`src/hw/rtl/assert_macros.svh`:
```
// assertion macros used by the checked integer alu top level
`ifndef ASSERT_MACROS_SVH
`define ASSERT_MACROS_SVH

// property must hold on every rising clock edge outside reset
`define ASSERT_CLK(label, clk, rst, prop, msg) \
  label: assert property (@(posedge clk) disable iff (rst) (prop)) else $error(msg);

// implication checked in the next cycle
`define ASSERT_NEXT(label, clk, rst, ante, cons, msg) \
  label: assert property (@(posedge clk) disable iff (rst) (ante) |=> (cons)) else $error(msg);

`endif

```
`src/hw/rtl/cia_pkg.sv`:
```
// shared types and codes for the checked integer alu
`timescale 1ns / 1ps
`default_nettype none
package cia_pkg;
  localparam int unsigned KIND_BITS = 3;
  localparam logic [KIND_BITS-1:0] KIND_ADD = 3'd0;
  localparam logic [KIND_BITS-1:0] KIND_SUB = 3'd1;
  localparam logic [KIND_BITS-1:0] KIND_MUL = 3'd2;
  localparam logic [KIND_BITS-1:0] KIND_DIV = 3'd3;
  localparam logic [KIND_BITS-1:0] KIND_REM = 3'd4;
  localparam logic [KIND_BITS-1:0] KIND_NEG = 3'd5;

  // per-item control carried along the cell chain
  typedef struct packed {
    logic                 valid;
    logic [KIND_BITS-1:0] kind;
    logic                 neg_q;     // quotient or product is negative
    logic                 neg_r;     // remainder takes dividend sign
    logic                 early_err; // error known at entry
    logic                 early_ok;  // result known at entry
  } cia_ctl_t;
endpackage
`default_nettype wire

```
`src/hw/rtl/cia_cell.sv`:
```
// one restoring-division and shift-add multiply step of the alu chain
`timescale 1ns / 1ps
`default_nettype none
module cia_cell #(
  parameter int unsigned W = 32
) (
  input  wire              clk,
  input  wire              en,
  input  wire cia_pkg::cia_ctl_t ctl_in,
  input  wire  [W-1:0]     rem_in,   // partial remainder
  input  wire  [W-1:0]     quo_in,   // dividend bits shifting out, quotient in
  input  wire  [W-1:0]     div_in,   // divisor magnitude
  input  wire  [2*W-1:0]   acc_in,   // product accumulator
  input  wire  [W-1:0]     mcand_in, // multiplicand magnitude
  input  wire  [W-1:0]     early_in, // early result
  output cia_pkg::cia_ctl_t ctl_out,
  output logic [W-1:0]     rem_out,
  output logic [W-1:0]     quo_out,
  output logic [W-1:0]     div_out,
  output logic [2*W-1:0]   acc_out,
  output logic [W-1:0]     mcand_out,
  output logic [W-1:0]     early_out
);
  import cia_pkg::*;

  logic [W:0]     trial;
  logic [W:0]     shifted;
  logic [2*W-1:0] acc_shift;

  always_comb begin
    shifted   = {rem_in, quo_in[W-1]};
    trial     = shifted - {1'b0, div_in};
    // multiply msb-first: acc = acc*2 + (bit ? mcand : 0), bit from quo
    acc_shift = {acc_in[2*W-2:0], 1'b0} +
                (quo_in[W-1] ? {{W{1'b0}}, mcand_in} : {(2*W){1'b0}});
  end

  always_ff @(posedge clk) begin
    if (en) begin
      ctl_out   <= ctl_in;
      div_out   <= div_in;
      mcand_out <= mcand_in;
      early_out <= early_in;
      acc_out   <= acc_shift;
      if (!trial[W]) begin
        rem_out <= trial[W-1:0];
        quo_out <= {quo_in[W-2:0], 1'b1};
      end else begin
        rem_out <= shifted[W-1:0];
        quo_out <= {quo_in[W-2:0], 1'b0};
      end
    end
  end
endmodule
`default_nettype wire

```
`config.mk`:
```
export PLATFORM = sky130hd
export DESIGN_NAME = cia_cell
export DESIGN_NICKNAME = d
export VERILOG_FILES = /design/src/hw/rtl/assert_macros.svh /design/src/hw/rtl/cia_pkg.sv /design/src/hw/rtl/cia_cell.sv
export SDC_FILE = /design/constraint.sdc
export NUM_CORES = 1
export LEC_CHECK = 0
export BUFFER_PORTS_ARGS = -buffer_cell sky130_fd_sc_hd__buf_4
export CORE_MARGIN = 3
export CORE_UTILIZATION = 35
export CTS_CLUSTER_DIAMETER = 100
export CTS_CLUSTER_SIZE = 16
export DETAILED_ROUTE_END_ITERATION = 10
export PLACE_DENSITY = 0.64
export REMOVE_ABC_BUFFERS = 1
export SLEW_MARGIN = 20
export SYNTH_ARGS = -nofsm -noshare
export SYNTH_HDL_FRONTEND = slang
export SYNTH_SLANG_ARGS = --single-unit
export TNS_END_PERCENT = 1
```
`constraint.sdc`:
```
create_clock -name clk -period 9.6 [get_ports clk]
set_input_delay 0.48 -clock clk [delete_from_list [all_inputs] [get_ports clk]]
set_output_delay 0.48 -clock clk [all_outputs]
set_load 0.01 [all_outputs]
```
* Yosys cells after proc, flatten, opt, wreduce, memory -nomap -nowiden
Cells that the tools add are included.
** Cells by class
- Add/sub/neg operators :: 2
- Mux-type cells :: 3
** Operators with widths (count)
- $add A64 B32 Y64 :: 1
- $mux W32 :: 2
- $sub A33 B32 Y33 :: 1
- $mux W1 :: 1
** Storage, ports and cells
- Input port bits :: 234
- Bits in registers :: 232
- Output and inout bits :: 232
- Logic and storage cells :: 17

* Logic depth before layout (Yosys ltp)
Gate-level depths: netlist of the first run.
- Word-level depth :: 2
- Gate-level depth with buffers :: 14
- Mapped depth without buffers :: 13

* Least setup slack after synthesis of the first run
OpenSTA, ideal clock, no wires.
- Kind :: input-to-reg
- From :: input quo_in[31]
- To :: register rem_out[10], data pin
- Library setup time :: 0.260 ns
- Arrival time :: 3.245 ns
- Path buffers :: 1
- Data required time :: 9.340 ns
- Path slack :: 6.094 ns
- Stages :: 14
- Cells stage by stage :: inv_1 -> ha_1 -> inv_1 -> fa_1 -> a211oi_1 -> o21a_2 -> a221o_2 -> a31oi_4 -> a31oi_4 -> o21ai_2 -> o41ai_4 -> xnor2_4 -> buf_6 -> mux2_4
** Between the ends
- Cells in the longest elaborated chain, start to end :: 2
** RTL lines
- start: declaration :: line cia_cell.sv:11 : input wire [W-1:0] quo_in,
- $sub A33 B32 Y33 :: line cia_cell.sv:32 : trial = shifted - {1'b0, div_in};
- $mux W32 :: line cia_cell.sv:45 : if (!trial[W]) begin
- end signal: assignment :: line cia_cell.sv:46 : rem_out <= trial[W-1:0];
- end signal: assignment :: line cia_cell.sv:49 : rem_out <= shifted[W-1:0];
- end: declaration :: line cia_cell.sv:17 : output logic [W-1:0] rem_out,
Every way passes these cells.
A chain may end at the register's enable or synchronous reset.

* Worst setup path in the final report of the first run
- From :: input quo_in[31]
- To :: register rem_out[1], data pin
The elaborated chain is that of the path after synthesis.

==> parameters.txt, run 1 <==
Parameter                              Value

Logic synthesis
  Largest family of logic cells by synthesized area    compound AO/OA/AOI/OAI gates
  Post-synthesis instance area    11700 um2
  Count of yosys warnings during synthesis    0
  Avg Inst Size Synth    13.2 um2
  Number of instances in the synthesized netlist    884
  Area fraction in compound gates after synthesis    0.103
  Leading cell types by total area after synthesis    sky130_fd_sc_hd__edfxtp_1 (60%), sky130_fd_sc_hd__ha_1 (6.8%), sky130_fd_sc_hd__mux2_4 (3.6%)
  Number of storage elements in the synthesis netlist    232
  Synth top area share    0.597
  Area share of xor/xnor cells in the synthesized design    0.0662
  Library cells used by synthesis    63
  Top flip-flop cell by instance count after synthesis    sky130_fd_sc_hd__edfxtp_1
  Proportion of register bits with asynchronous set or reset after synthesis    0
  Adder and majority cell fraction of the synthesized area    0.0710
  Multiplexer share of the synthesized area    0.0398
  Post-synthesis simple-gate area fraction    0.0966
  Sequential share of the synthesized area    0.597
  Number of enable-type register cells in the synthesized netlist    232
  Cell taking the most area after synthesis    sky130_fd_sc_hd__edfxtp_1

Global routing
  Pin count of the biggest net entering global routing    93
  Initial antenna violation count    1
  Total global routing overflow    0
  Global-route wire length before repair    50600 um
  Overall routing resource usage    0.180
  Via count of the first global-routing pass    8950

Floorplan
  Die footprint    35500 um2
  Number of I/O pins    466
  Core Area    32700 um2
  Row Count    66
  Starting density of the core    0.357
  Horizontal die dimension    189 um
  DIE HEIGHT    189 um

Min path
  Worst min-delay path class    input port to flop

Placed design
  Number of buffers added on ports    464
  Dpl ws    5.06 ns
  DPL Wire Length    26200 um
  GPL Wtd Cong    0.836
  Number of placed instances, taps included    1774

STA
  Minimum setup slack in the final design    5.55 ns
  Number of setup violations in the final report    0
  Minimum period implied by the final worst setup slack    4.05 ns
  Final hold violations    0
  RSZ-0062 raised after global routing    no
  Worst max-slew margin expressed relative to the limit    0.387
  Post-route fraction of the period consumed by the critical path    0.422
  Sum of negative setup slack    0 ns
  Slew at the pin closest to its max-slew limit    0.913 ns
  Peak clock frequency supported by timing    247 MHz
  Slew Limit Fails    0

Clocking
  Number of H-tree levels    1
  CTS resizes    0
  Maximum clock insertion buffer count    3
  Clk pin slew, worst setup/hold paths    0.08 ns
  Sink Count    232
  # Post-CTS Setup Buffers    0
  Cell at the root of the clock tree    sky130_fd_sc_hd__clkbuf_16
  Cts-stage hold buffer count    0
  CTS tree    yes
  Number of buffers added by the clock tree synthesis step    18

Final layout
  Non-filler cells, final    1795
  NumNets Final    1651
  Antenna Diode Count    0
  Proportion of layout cells with a drive suffix above 1    0.395
  Area added between synthesis and finish    38.1%

Setup path
  Worst setup path start    quo_in[31]
  Slowest cell on crit path    sky130_fd_sc_hd__buf_4
  Critical Path RT    9.85 ns
  Crit path largest cell delay    0.55 ns
  Worst path bufs/invs    4
  Critical path cell sequence    buf_4 -> inv_1 -> ha_1 -> inv_1 -> fa_1 -> a211oi_1 -> o21a_2 -> a221o_2 -> a31oi_4 -> a31oi_4 -> o21ai_2 -> o41ai_4 -> xnor2_4 -> buf_4 -> mux2_2
  Arrival time at the worst endpoint    4.30 ns
  Crit end category    flop
  Maximum fanout count along the critical path    33
  Worst setup path category    input port to flop
  Kind of launch point of the worst setup path    input port
  Largest delay share family, worst path    compound AO/OA/AOI/OAI gates
  Depth of the critical timing path with buffers and inverters included    15
  Worst Setup EP    rem_out[1]$_DFFE_PP_

Route
  Routed vias/inst    4.91
  First-iteration detailed-routing DRC count    411
  Routed WL per cell    18.7 um
  Routed via count    8811
  Final routed DRC violation total    0
  Wire length reported by the detailed router    33600 um
  Initial DRT Pass Iterations    5
  Post-DRT Antenna Nets    0

Run status
  Outcome    finished, final reports clean

Power and ir drop
  Pwr per Cell Area    162 nW/um2
  Leakage power    7.03 nW
  Max VDD drop    0.102 mV

Run
  Max Cap Violations    0
## flip-flops by register name, indices dropped and copies added, names as in the netlist
name / cells
ctl_out: 8
div_out: 32
mcand_out: 32
quo_out: 32
acc_out: 64
rem_out: 32
early_out: 32
## synthesized netlist by cell type (2+ instances only)
cell type                    n
sky130_fd_sc_hd__a211o_1     2
sky130_fd_sc_hd__a211oi_1   10
sky130_fd_sc_hd__a21boi_0    3
sky130_fd_sc_hd__a21o_1     29
sky130_fd_sc_hd__a21oi_1    56
sky130_fd_sc_hd__a31o_2      2
sky130_fd_sc_hd__a31oi_1     4
sky130_fd_sc_hd__a31oi_4     2
sky130_fd_sc_hd__a41oi_1     4
sky130_fd_sc_hd__and2_1     37
sky130_fd_sc_hd__and3_1     11
sky130_fd_sc_hd__and4_1      3
sky130_fd_sc_hd__buf_2       5
sky130_fd_sc_hd__buf_4       3
sky130_fd_sc_hd__buf_6       3
sky130_fd_sc_hd__clkbuf_1    7
sky130_fd_sc_hd__edfxtp_1  232
sky130_fd_sc_hd__fa_1        2
sky130_fd_sc_hd__ha_1       63
sky130_fd_sc_hd__inv_1      51
sky130_fd_sc_hd__mux2_2      3
sky130_fd_sc_hd__mux2_4     28
sky130_fd_sc_hd__nand2_1    44
sky130_fd_sc_hd__nand2b_1    7
sky130_fd_sc_hd__nand3_1    20
sky130_fd_sc_hd__nand3b_1    3
sky130_fd_sc_hd__nand4_1     7
sky130_fd_sc_hd__nor2_1     39
sky130_fd_sc_hd__nor2b_1     6
sky130_fd_sc_hd__nor3_1     20
sky130_fd_sc_hd__nor4_1     11
sky130_fd_sc_hd__o211ai_1    7
sky130_fd_sc_hd__o21a_1      4
sky130_fd_sc_hd__o21ai_0    35
sky130_fd_sc_hd__o21bai_1    5
sky130_fd_sc_hd__o31ai_1     2
sky130_fd_sc_hd__or2_2       3
sky130_fd_sc_hd__or3_1       3
sky130_fd_sc_hd__xnor2_1    39
sky130_fd_sc_hd__xor2_1     46
## logic make-up after synthesis
family                     after synthesis
DFF                                    232
muxes                                   32
adders and majority gates               65
and+or+nand+nor                        218
xor gates and xnor gates                86
buffers and inverters                   70
AOI/OAI and AO/OA                      181
## cells in the final DEF (no fill, tap or decap), types with 2 or more instances in the layout
cell,count
sky130_fd_sc_hd__and4_1,3
sky130_fd_sc_hd__a41oi_1,4
sky130_fd_sc_hd__inv_1,51
sky130_fd_sc_hd__a31oi_1,4
sky130_fd_sc_hd__o21bai_1,5
sky130_fd_sc_hd__nand3b_1,3
sky130_fd_sc_hd__a211oi_1,10
sky130_fd_sc_hd__a21oi_1,56
sky130_fd_sc_hd__nand4_1,7
sky130_fd_sc_hd__a211o_1,2
sky130_fd_sc_hd__ha_1,63
sky130_fd_sc_hd__a21o_1,29
sky130_fd_sc_hd__a31oi_4,2
sky130_fd_sc_hd__a21boi_0,3
sky130_fd_sc_hd__mux2_4,28
sky130_fd_sc_hd__fa_1,2
sky130_fd_sc_hd__o21a_1,4
sky130_fd_sc_hd__nand3_1,20
sky130_fd_sc_hd__buf_4,465
sky130_fd_sc_hd__nand2b_1,7
sky130_fd_sc_hd__o31ai_1,2
sky130_fd_sc_hd__and2_1,37
sky130_fd_sc_hd__clkbuf_16,18
sky130_fd_sc_hd__and3_1,11
sky130_fd_sc_hd__o211ai_1,7
sky130_fd_sc_hd__nand2_1,44
sky130_fd_sc_hd__mux2_2,3
sky130_fd_sc_hd__edfxtp_1,232
sky130_fd_sc_hd__a31o_2,2
sky130_fd_sc_hd__or2_2,3
sky130_fd_sc_hd__o21ai_0,35
sky130_fd_sc_hd__nor2b_1,6
sky130_fd_sc_hd__nor3_1,20
sky130_fd_sc_hd__or3_1,3
sky130_fd_sc_hd__nor2_1,39
sky130_fd_sc_hd__xor2_1,46
sky130_fd_sc_hd__xnor2_1,39
sky130_fd_sc_hd__nor4_1,11
## where the power goes
group	leakage [nW]	internal [mW]	switching [mW]	total (mW)
logic	4.52	0.328	0.313	0.641
clock network	0.233	0.338	0.352	0.690
registers	2.27	1.24	0.0288	1.27
total	7.03	1.91	0.693	2.60
## worst min-delay path by stage
stage | to | depth (start not counted) | startpoint
after floorplan | ctl_out[0]$_DFFE_PP_ | 0 | ctl_in[0]
after global placement | early_out[4]$_DFFE_PP_ | 1 | early_in[4]
after detailed placement | early_out[3]$_DFFE_PP_ | 1 | early_in[3]
after CTS | early_out[27]$_DFFE_PP_ | 1 | early_in[27]
after global routing | early_out[27]$_DFFE_PP_ | 1 | early_in[27]
final | early_out[13]$_DFFE_PP_ | 1 | early_in[13]
## routing by layer
layer / track usage / wire length (um)
met5: 0 / 12
met4: 0.0458 / 877
met3: 0.0586 / 2930
met2: 0.331 / 17400
met1: 0.200 / 12400
## cell type report
| type | count | area [um2] |
|---|---|---|
| Fill cell | 2997 | 16600 |
| Sequential cell | 232 | 6970 |
| Multi-Input combinational cell | 582 | 4390 |
| Timing Repair Buffer | 467 | 3520 |
| Tap cell | 442 | 553 |
| Clock buffer | 18 | 450 |
| Inverter | 51 | 191 |
| Clock inverter | 3 | 28.8 |
## per-stage QoR
step           instance area, um2  hold WS [ns]  power [mW]   util
2_1_floorplan               11500         0.579        1.60      -
3_3_place_gp                15600         0.658        1.93  0.478
3_5_place_dp                15600         0.659        1.94  0.478
4_1_cts                     16100         0.116        2.64  0.492
5_1_grt                     16100         0.116        2.73  0.492
6_report                    16100         0.147        2.60  0.492
No activity file was read; power rests on OpenSTA's default activity.
==> run 2: changes to the inputs <==
Settings changed: PLACE_DENSITY 0.64 to 0.66.
Clock period 9.6 ns to 3.7 ns, I/O delays scaled along.
==> run 2 against run 1 <==
  * Sequential share of layout area fell by 5.1 points
  * Wire length rose by 10%
  * Sequential power rose to 2.6 times the previous value
  * Worst setup slack got worse by 5.3 ns
  * Non-clock buffer count rose by 215
  * Global-route usage rose by 2.1 points
  * Clock-buffer cell count did not move
  * Design area rose by 13%
  * Clock power rose to 2.6 times the previous value
  * Die area did not move
  * Combinational power rose to 2.9 times the previous value
  * Critical path type unchanged
  * Critical endpoint is now rem_out[2]$_DFFE_PP_
  * Largest power group unchanged
  * Highest routed layer is now met4
==> parameters.txt, run 2 (synthesized netlist as in run 1, its figures left out) <==
Parameter                              Value

Run status
  Outcome    finished, final reports clean (unchanged)

Setup path
  Largest delay share family, worst path    compound AO/OA/AOI/OAI gates (unchanged)
  Crit path largest cell delay    0.53 ns (was 0.55 ns)
  Maximum fanout count along the critical path    20 (was 33)
  Crit path top cell by count    sky130_fd_sc_hd__a31oi_4
  Worst path bufs/invs    4 (unchanged)
  Critical path cell sequence    dlygate4sd3_1 -> buf_4 -> ha_1 -> inv_1 -> fa_1 -> a211oi_1 -> o21a_2 -> a221o_2 -> a31oi_4 -> a31oi_4 -> o21ai_2 -> o41ai_4 -> xnor2_4 -> buf_12 -> mux2_2 (was buf_4 -> inv_1 -> ha_1 -> inv_1 -> fa_1 -> a211oi_1 -> o21a_2 -> a221o_2 -> a31oi_4 -> a31oi_4 -> o21ai_2 -> o41ai_4 -> xnor2_4 -> buf_4 -> mux2_2)
  Slowest cell on crit path    sky130_fd_sc_hd__dlygate4sd3_1 (was sky130_fd_sc_hd__buf_4)
  Kind of launch point of the worst setup path    input port (unchanged)
  Worst setup path category    input port to flop (unchanged)
  Crit end category    flop (unchanged)
  Depth of the critical timing path with buffers and inverters included    15 (unchanged)
  Critical Path RT    3.94 ns (was 9.85 ns)
  Arrival time at the worst endpoint    3.73 ns (was 4.30 ns)

Floorplan
  Core Area    32700 um2 (unchanged)
  Number of I/O pins    466 (unchanged)
  Die footprint    35500 um2 (unchanged)
  DIE HEIGHT    189 um (unchanged)
  Starting density of the core    0.357 (unchanged)
  Row Count    66 (unchanged)
  Horizontal die dimension    189 um (unchanged)

Final layout
  Area of the multi-input gates    4390 um2 (about the same)
  Final core area utilization    0.558 (was 0.492)
  Proportion of layout cells with a drive suffix above 1    0.354 (was 0.395)
  Max reg flops    64 (unchanged)
  Area added between synthesis and finish    56.4% (was 38.1%)
  Number of fill cells in the layout    2726 (was 2997)
  Register cell area after layout    6970 um2 (unchanged)
  Register with the most flip-flops    acc_out (unchanged)
  Finished layout cell area    18200 um2 (was 16100 um2)
  Most common cell after layout, fill and taps aside    sky130_fd_sc_hd__buf_4 (unchanged)
  NumNets Final    1866 (was 1651)
  Most used cells in the layout excluding fill and tap cells    sky130_fd_sc_hd__buf_4 (484), sky130_fd_sc_hd__edfxtp_1 (232), sky130_fd_sc_hd__dlygate4sd3_1 (194), sky130_fd_sc_hd__ha_1 (63), sky130_fd_sc_hd__a21oi_1 (56) (was sky130_fd_sc_hd__buf_4 (465), sky130_fd_sc_hd__edfxtp_1 (232), sky130_fd_sc_hd__ha_1 (63), sky130_fd_sc_hd__a21oi_1 (56), sky130_fd_sc_hd__inv_1 (51))

Min path
  Worst min-delay path class    input port to flop (unchanged)
  Cells on Worst Hold Path    2 (was 1)

Power and ir drop
  Relative contribution of the clock network to total power    0.256 (was 0.265)
  Pint    5.12 mW (was 1.91 mW)
  Net load switching power    1.86 mW (was 0.693 mW)
  Combinational share of power    0.271 (was 0.247)
  Max VDD drop    0.305 mV (was 0.102 mV)
  Sequential group share of total power    0.474 (was 0.488)
  Pwr per Cell Area    383 nW/um2 (was 162 nW/um2)
  Total power consumption of the routed design    6.98 mW (was 2.60 mW)
  Leakage power    7.95 nW (was 7.03 nW)
  Switching part of the total power    0.267 (about the same)

Placed design
  Number of buffers added on ports    464 (unchanged)
  Instance area after placement    15800 um2 (was 15600 um2)
  DPL Wire Length    27200 um (was 26200 um)
  Dpl ws    -0.0506 ns (was 5.06 ns)
  GPL Wtd Cong    0.869 (was 0.836)

Global routing
  Global-route wire length before repair    57300 um (was 50600 um)
  Overall routing resource usage    0.201 (was 0.180)
  Pin count of the biggest net entering global routing    85 (was 93)
  Initial antenna violation count    1 (unchanged)
  Via count of the first global-routing pass    10300 (was 8950)
  Total global routing overflow    0 (unchanged)

STA
  Final hold violations    0 (unchanged)
  Minimum period implied by the final worst setup slack    3.49 ns
  RSZ-0062 raised after global routing    no (unchanged)
  Slew at the pin closest to its max-slew limit    0.698 ns (was 0.913 ns)
  Peak clock frequency supported by timing    287 MHz
  Number of setup violations in the final report    0 (unchanged)
  Worst max-slew margin expressed relative to the limit    0.535 (was 0.387)
  Minimum setup slack in the final design    0.214 ns (was 5.55 ns)
  Post-route fraction of the period consumed by the critical path    0.942
  Slew Limit Fails    0 (unchanged)
  Worst hold-check slack    0.0270 ns (was 0.147 ns)

Run
  Max Cap Violations    0 (unchanged)

Clocking
  Sink Count    232 (unchanged)
  Clk pin slew, worst setup/hold paths    0.07 ns (was 0.08 ns)
  # Post-CTS Setup Buffers    0 (unchanged)
  Maximum clock insertion buffer count    3 (unchanged)
  Number of H-tree levels    1 (unchanged)
  Number of buffers added by the clock tree synthesis step    18 (unchanged)
  CTS tree    yes (unchanged)
  Cell at the root of the clock tree    sky130_fd_sc_hd__clkbuf_16 (unchanged)

Route
  Routed vias/inst    4.82 (was 4.91)
  Routed WL per cell    18.5 um (was 18.7 um)
  Initial DRT Pass Iterations    5 (unchanged)
  Final routed DRC violation total    0 (unchanged)
  Routed via count    9701 (was 8811)
  Post-DRT Antenna Nets    0 (unchanged)
  First-iteration detailed-routing DRC count    472 (was 411)
  Wire length reported by the detailed router    37100 um (was 33600 um)
==> run 2: power groups by stage <==
stage               clock network, mW  registers [mW]  logic [mW]
finish                           1.78            3.30        1.89
global route                     1.95            3.33        2.04
CTS                              1.85            3.30        1.89
detailed placement                  0            3.36        1.72
global placement                    0            3.35        1.69
floorplan                           0            3.50       0.668
==> run 2: path summary, 6_finish.rpt <==
path | startpoint | to | slack, ns
max | div_in[0] | rem_out[2]$_DFFE_PP_ | 0.21
min | acc_in[32] | acc_out[33]$_DFFE_PP_ | 0.03
==> run 2: repair_timing <==
action,4_1_cts,5_1_grt
gates resized for setup,0,1
hold endpoints to repair,195,0
hold buffers,194,0
setup endpoints to repair,0,10
==> run 2: metrics by stage <==
stage	cells	TNS, ns
after floorplan	865	0
after detailed placement	1795	-0.0508
final	2011	0
after global placement	1795	0
after CTS	2010	0
after global routing	2011	0
==> run 2: layout make-up <==
type                            instances  area share
Antenna cell                            1    0.000137
Inverter                               51      0.0105
Multi-Input combinational cell        582       0.241
Tap cell                              442      0.0303
Timing Repair Buffer                  682       0.310
Sequential cell                       232       0.382
Clock inverter                          3     0.00158
Clock buffer                           18      0.0247
==> run 2: metal layers <==
metal	vias up	track usage	wire length (um)
li1	4650	-	-
met1	4642	0.226	13900
met2	347	0.376	19400
met3	62	0.0500	2700
met4	0	0.0556	1080
met5	-	0	0
==> run 3: changes to the inputs <==
Settings changed: CORE_AREA set to 3 3 182 184, CORE_MARGIN 3 to not set, CORE_UTILIZATION 35 to not set, DIE_AREA set to 0 0 185 187, PLACE_DENSITY 0.66 to 0.69.
==> run 3 against run 2 <==
  * Clock power is essentially flat
  * Critical path depth is the same
  * Highest routed layer unchanged
  * Critical endpoint unchanged
  * Critical path type unchanged
  * Power fell by 0.18%
  * Die area shrank 2.7%
==> parameters.txt, run 3 (synthesized netlist as in run 1, its figures left out) <==
Parameter                              Value

Floorplan
  Starting density of the core    0.370 (was 0.357)
  Horizontal die dimension    185 um (was 189 um)
  Number of I/O pins    466 (unchanged)
  Core Area    31600 um2 (was 32700 um2)
  Row Count    65 (was 66)
  DIE HEIGHT    187 um (was 189 um)
  Die footprint    34600 um2 (was 35500 um2)

STA
  Number of setup violations in the final report    0 (unchanged)
  RSZ-0062 raised after global routing    no (unchanged)
  Worst hold-check slack    0.0305 ns (was 0.0270 ns)
  Slew Limit Fails    0 (unchanged)
  Sum of negative setup slack    0 ns (unchanged)
  Worst max-slew margin expressed relative to the limit    0.401 (was 0.535)
  Post-route fraction of the period consumed by the critical path    0.936 (was 0.942)
  Final hold violations    0 (unchanged)
  Peak clock frequency supported by timing    289 MHz (was 287 MHz)
  Minimum period implied by the final worst setup slack    3.46 ns (was 3.49 ns)
  Slew at the pin closest to its max-slew limit    0.898 ns (was 0.698 ns)

Setup path
  Maximum fanout count along the critical path    20 (unchanged)
  Worst Setup EP    rem_out[2]$_DFFE_PP_ (unchanged)
  Worst setup path start    div_in[0] (unchanged)
  Crit end category    flop (unchanged)
  Worst setup path category    input port to flop (unchanged)
  Critical Path RT    3.95 ns (was 3.94 ns)
  Arrival time at the worst endpoint    3.71 ns (was 3.73 ns)
  Kind of launch point of the worst setup path    input port (unchanged)

Route
  Initial DRT Pass Iterations    7 (was 5)
  Routed vias/inst    4.94 (was 4.82)
  Routed via count    9714 (was 9701)
  First-iteration detailed-routing DRC count    434 (was 472)
  Wire length reported by the detailed router    36800 um (was 37100 um)
  Post-DRT Antenna Nets    0 (unchanged)
  Final routed DRC violation total    0 (unchanged)
  Routed WL per cell    18.7 um (was 18.5 um)

Power and ir drop
  Max VDD drop    0.368 mV (was 0.305 mV)
  Leakage power    7.93 nW (was 7.95 nW)
  Pwr per Cell Area    384 nW/um2 (was 383 nW/um2)

Global routing
  Total global routing overflow    0 (unchanged)
  Overall routing resource usage    0.203 (was 0.201)
  Initial antenna violation count    0 (was 1)
  Via count of the first global-routing pass    10100 (was 10300)
  Pin count of the biggest net entering global routing    115 (was 85)
  Global-route wire length before repair    55800 um (was 57300 um)

Placed design
  Number of buffers added on ports    464 (unchanged)
  GPL Wtd Cong    0.867 (was 0.869)
  DPL Wire Length    26500 um (was 27200 um)
  Number of placed instances, taps included    1749 (was 1795)

Min path
  Worst min-delay path class    input port to flop (unchanged)

Final layout
  Non-filler cells, final    1965 (was 2011)
  Register with the most flip-flops    acc_out (unchanged)
  Antenna Diode Count    0 (was 1)
  Area added between synthesis and finish    55.6% (was 56.4%)
  Area of the multi-input gates    4390 um2 (unchanged)
  NumNets Final    1862 (was 1866)
  Proportion of layout cells with a drive suffix above 1    0.351 (was 0.354)
  Most common cell after layout, fill and taps aside    sky130_fd_sc_hd__buf_4 (unchanged)
  Register cell area after layout    6970 um2 (unchanged)
  Most used cells in the layout excluding fill and tap cells    sky130_fd_sc_hd__buf_4 (479), sky130_fd_sc_hd__edfxtp_1 (232), sky130_fd_sc_hd__dlygate4sd3_1 (196), sky130_fd_sc_hd__ha_1 (63), sky130_fd_sc_hd__a21oi_1 (56) (was sky130_fd_sc_hd__buf_4 (484), sky130_fd_sc_hd__edfxtp_1 (232), sky130_fd_sc_hd__dlygate4sd3_1 (194), sky130_fd_sc_hd__ha_1 (63), sky130_fd_sc_hd__a21oi_1 (56))
  Max reg flops    64 (unchanged)
  Number of fill cells in the layout    2500 (was 2726)

Clocking
  CTS tree    yes (unchanged)
  Clk pin slew, worst setup/hold paths    0.07 ns (about the same)
  Maximum clock insertion buffer count    3 (unchanged)
  Cell at the root of the clock tree    sky130_fd_sc_hd__clkbuf_16 (unchanged)
  Number of H-tree levels    1 (unchanged)
  Sink Count    232 (unchanged)
  Number of buffers added by the clock tree synthesis step    18 (unchanged)

Run status
  Outcome    finished, final reports clean (unchanged)

Run
  Max Cap Violations    0 (unchanged)
run 3: cell types whose count changed in the layout (fill, tap and decap cells not counted), sizes merged:
cell and change:
diode -1, dlygate4sd3 +2, clkinv -2, buf -6, inv +1
run 3: worst min-delay path by stage:
stage / startpoint / end / slack [ns] / cells after the start
after global routing: acc_in[60] / acc_out[61]$_DFFE_PP_ / 0.01 / 3
after global placement: ctl_in[2] / ctl_out[2]$_DFFE_PP_ / 0.36 / 1
after detailed placement: ctl_in[1] / ctl_out[1]$_DFFE_PP_ / 0.36 / 1
final: acc_in[43] / acc_out[44]$_DFFE_PP_ / 0.03 / 2
after CTS: acc_in[60] / acc_out[61]$_DFFE_PP_ / 0.0006 / 3
after floorplan: ctl_in[0] / ctl_out[0]$_DFFE_PP_ / 0.28 / 0
run 3: worst max-delay path, stage by stage:
cell and delay [ns]:
sky130_fd_sc_hd__dlygate4sd3_1 0.53, sky130_fd_sc_hd__buf_4 0.11, sky130_fd_sc_hd__ha_1 0.18, sky130_fd_sc_hd__inv_1 0.06, sky130_fd_sc_hd__fa_1 0.38, sky130_fd_sc_hd__a211oi_1 0.21
sky130_fd_sc_hd__o21a_2 0.21, sky130_fd_sc_hd__a221o_2 0.19, sky130_fd_sc_hd__a31oi_4 0.11, sky130_fd_sc_hd__a31oi_4 0.24, sky130_fd_sc_hd__o21ai_2 0.11, sky130_fd_sc_hd__o41ai_4 0.42
sky130_fd_sc_hd__xnor2_4 0.18, sky130_fd_sc_hd__buf_12 0.21, sky130_fd_sc_hd__mux2_2 0.35
run 3: layer usage:
layer | track usage | vias to the layer above | routed length, um | share of wire
li1 | - | 4644 | - | -
met1 | 0.217 | 4592 | 13500 | 0.37
met2 | 0.377 | 396 | 18700 | 0.51
met3 | 0.0568 | 82 | 3030 | 0.082
met4 | 0.0745 | 0 | 1540 | 0.042
met5 | 0 | - | 0 | 0
run 3: what timing repair did:
item,CTS,global route
setup buffers,0,0
setup endpoints to repair,0,6
endpoints found under the hold margin,197,0
hold buffers,196,0
gates resized for setup,0,1
run 3: area by class of cell:
type,instances,share of cell area
clock buffers,18,0.0248
clock inverters,2,0.00138
inverters,51,0.0106
multi-input cells,582,0.242
flip-flops and latches,232,0.384
well taps,402,0.0277
repair buffers,678,0.309
run 3: metrics by stage:
stage               area (um2)  utilization  worst slack, ns  power (mW)
finish                   18100        0.575            0.239        6.97
global route             18100        0.575           0.0597        7.30
CTS                      18100        0.575            0.209        7.04
detailed placement       15700        0.498           0.0943        5.05
global placement         15700        0.498            0.112        5.02
floorplan                11500            -           0.0451        4.16
run 3: where the power goes:
part | switching (mW) | total (mW) | leakage, nW | internal (mW)
Clock | 0.910 | 1.79 | 0.233 | 0.877
Sequential | 0.0817 | 3.30 | 2.27 | 3.22
Combinational | 0.865 | 1.88 | 5.42 | 1.01
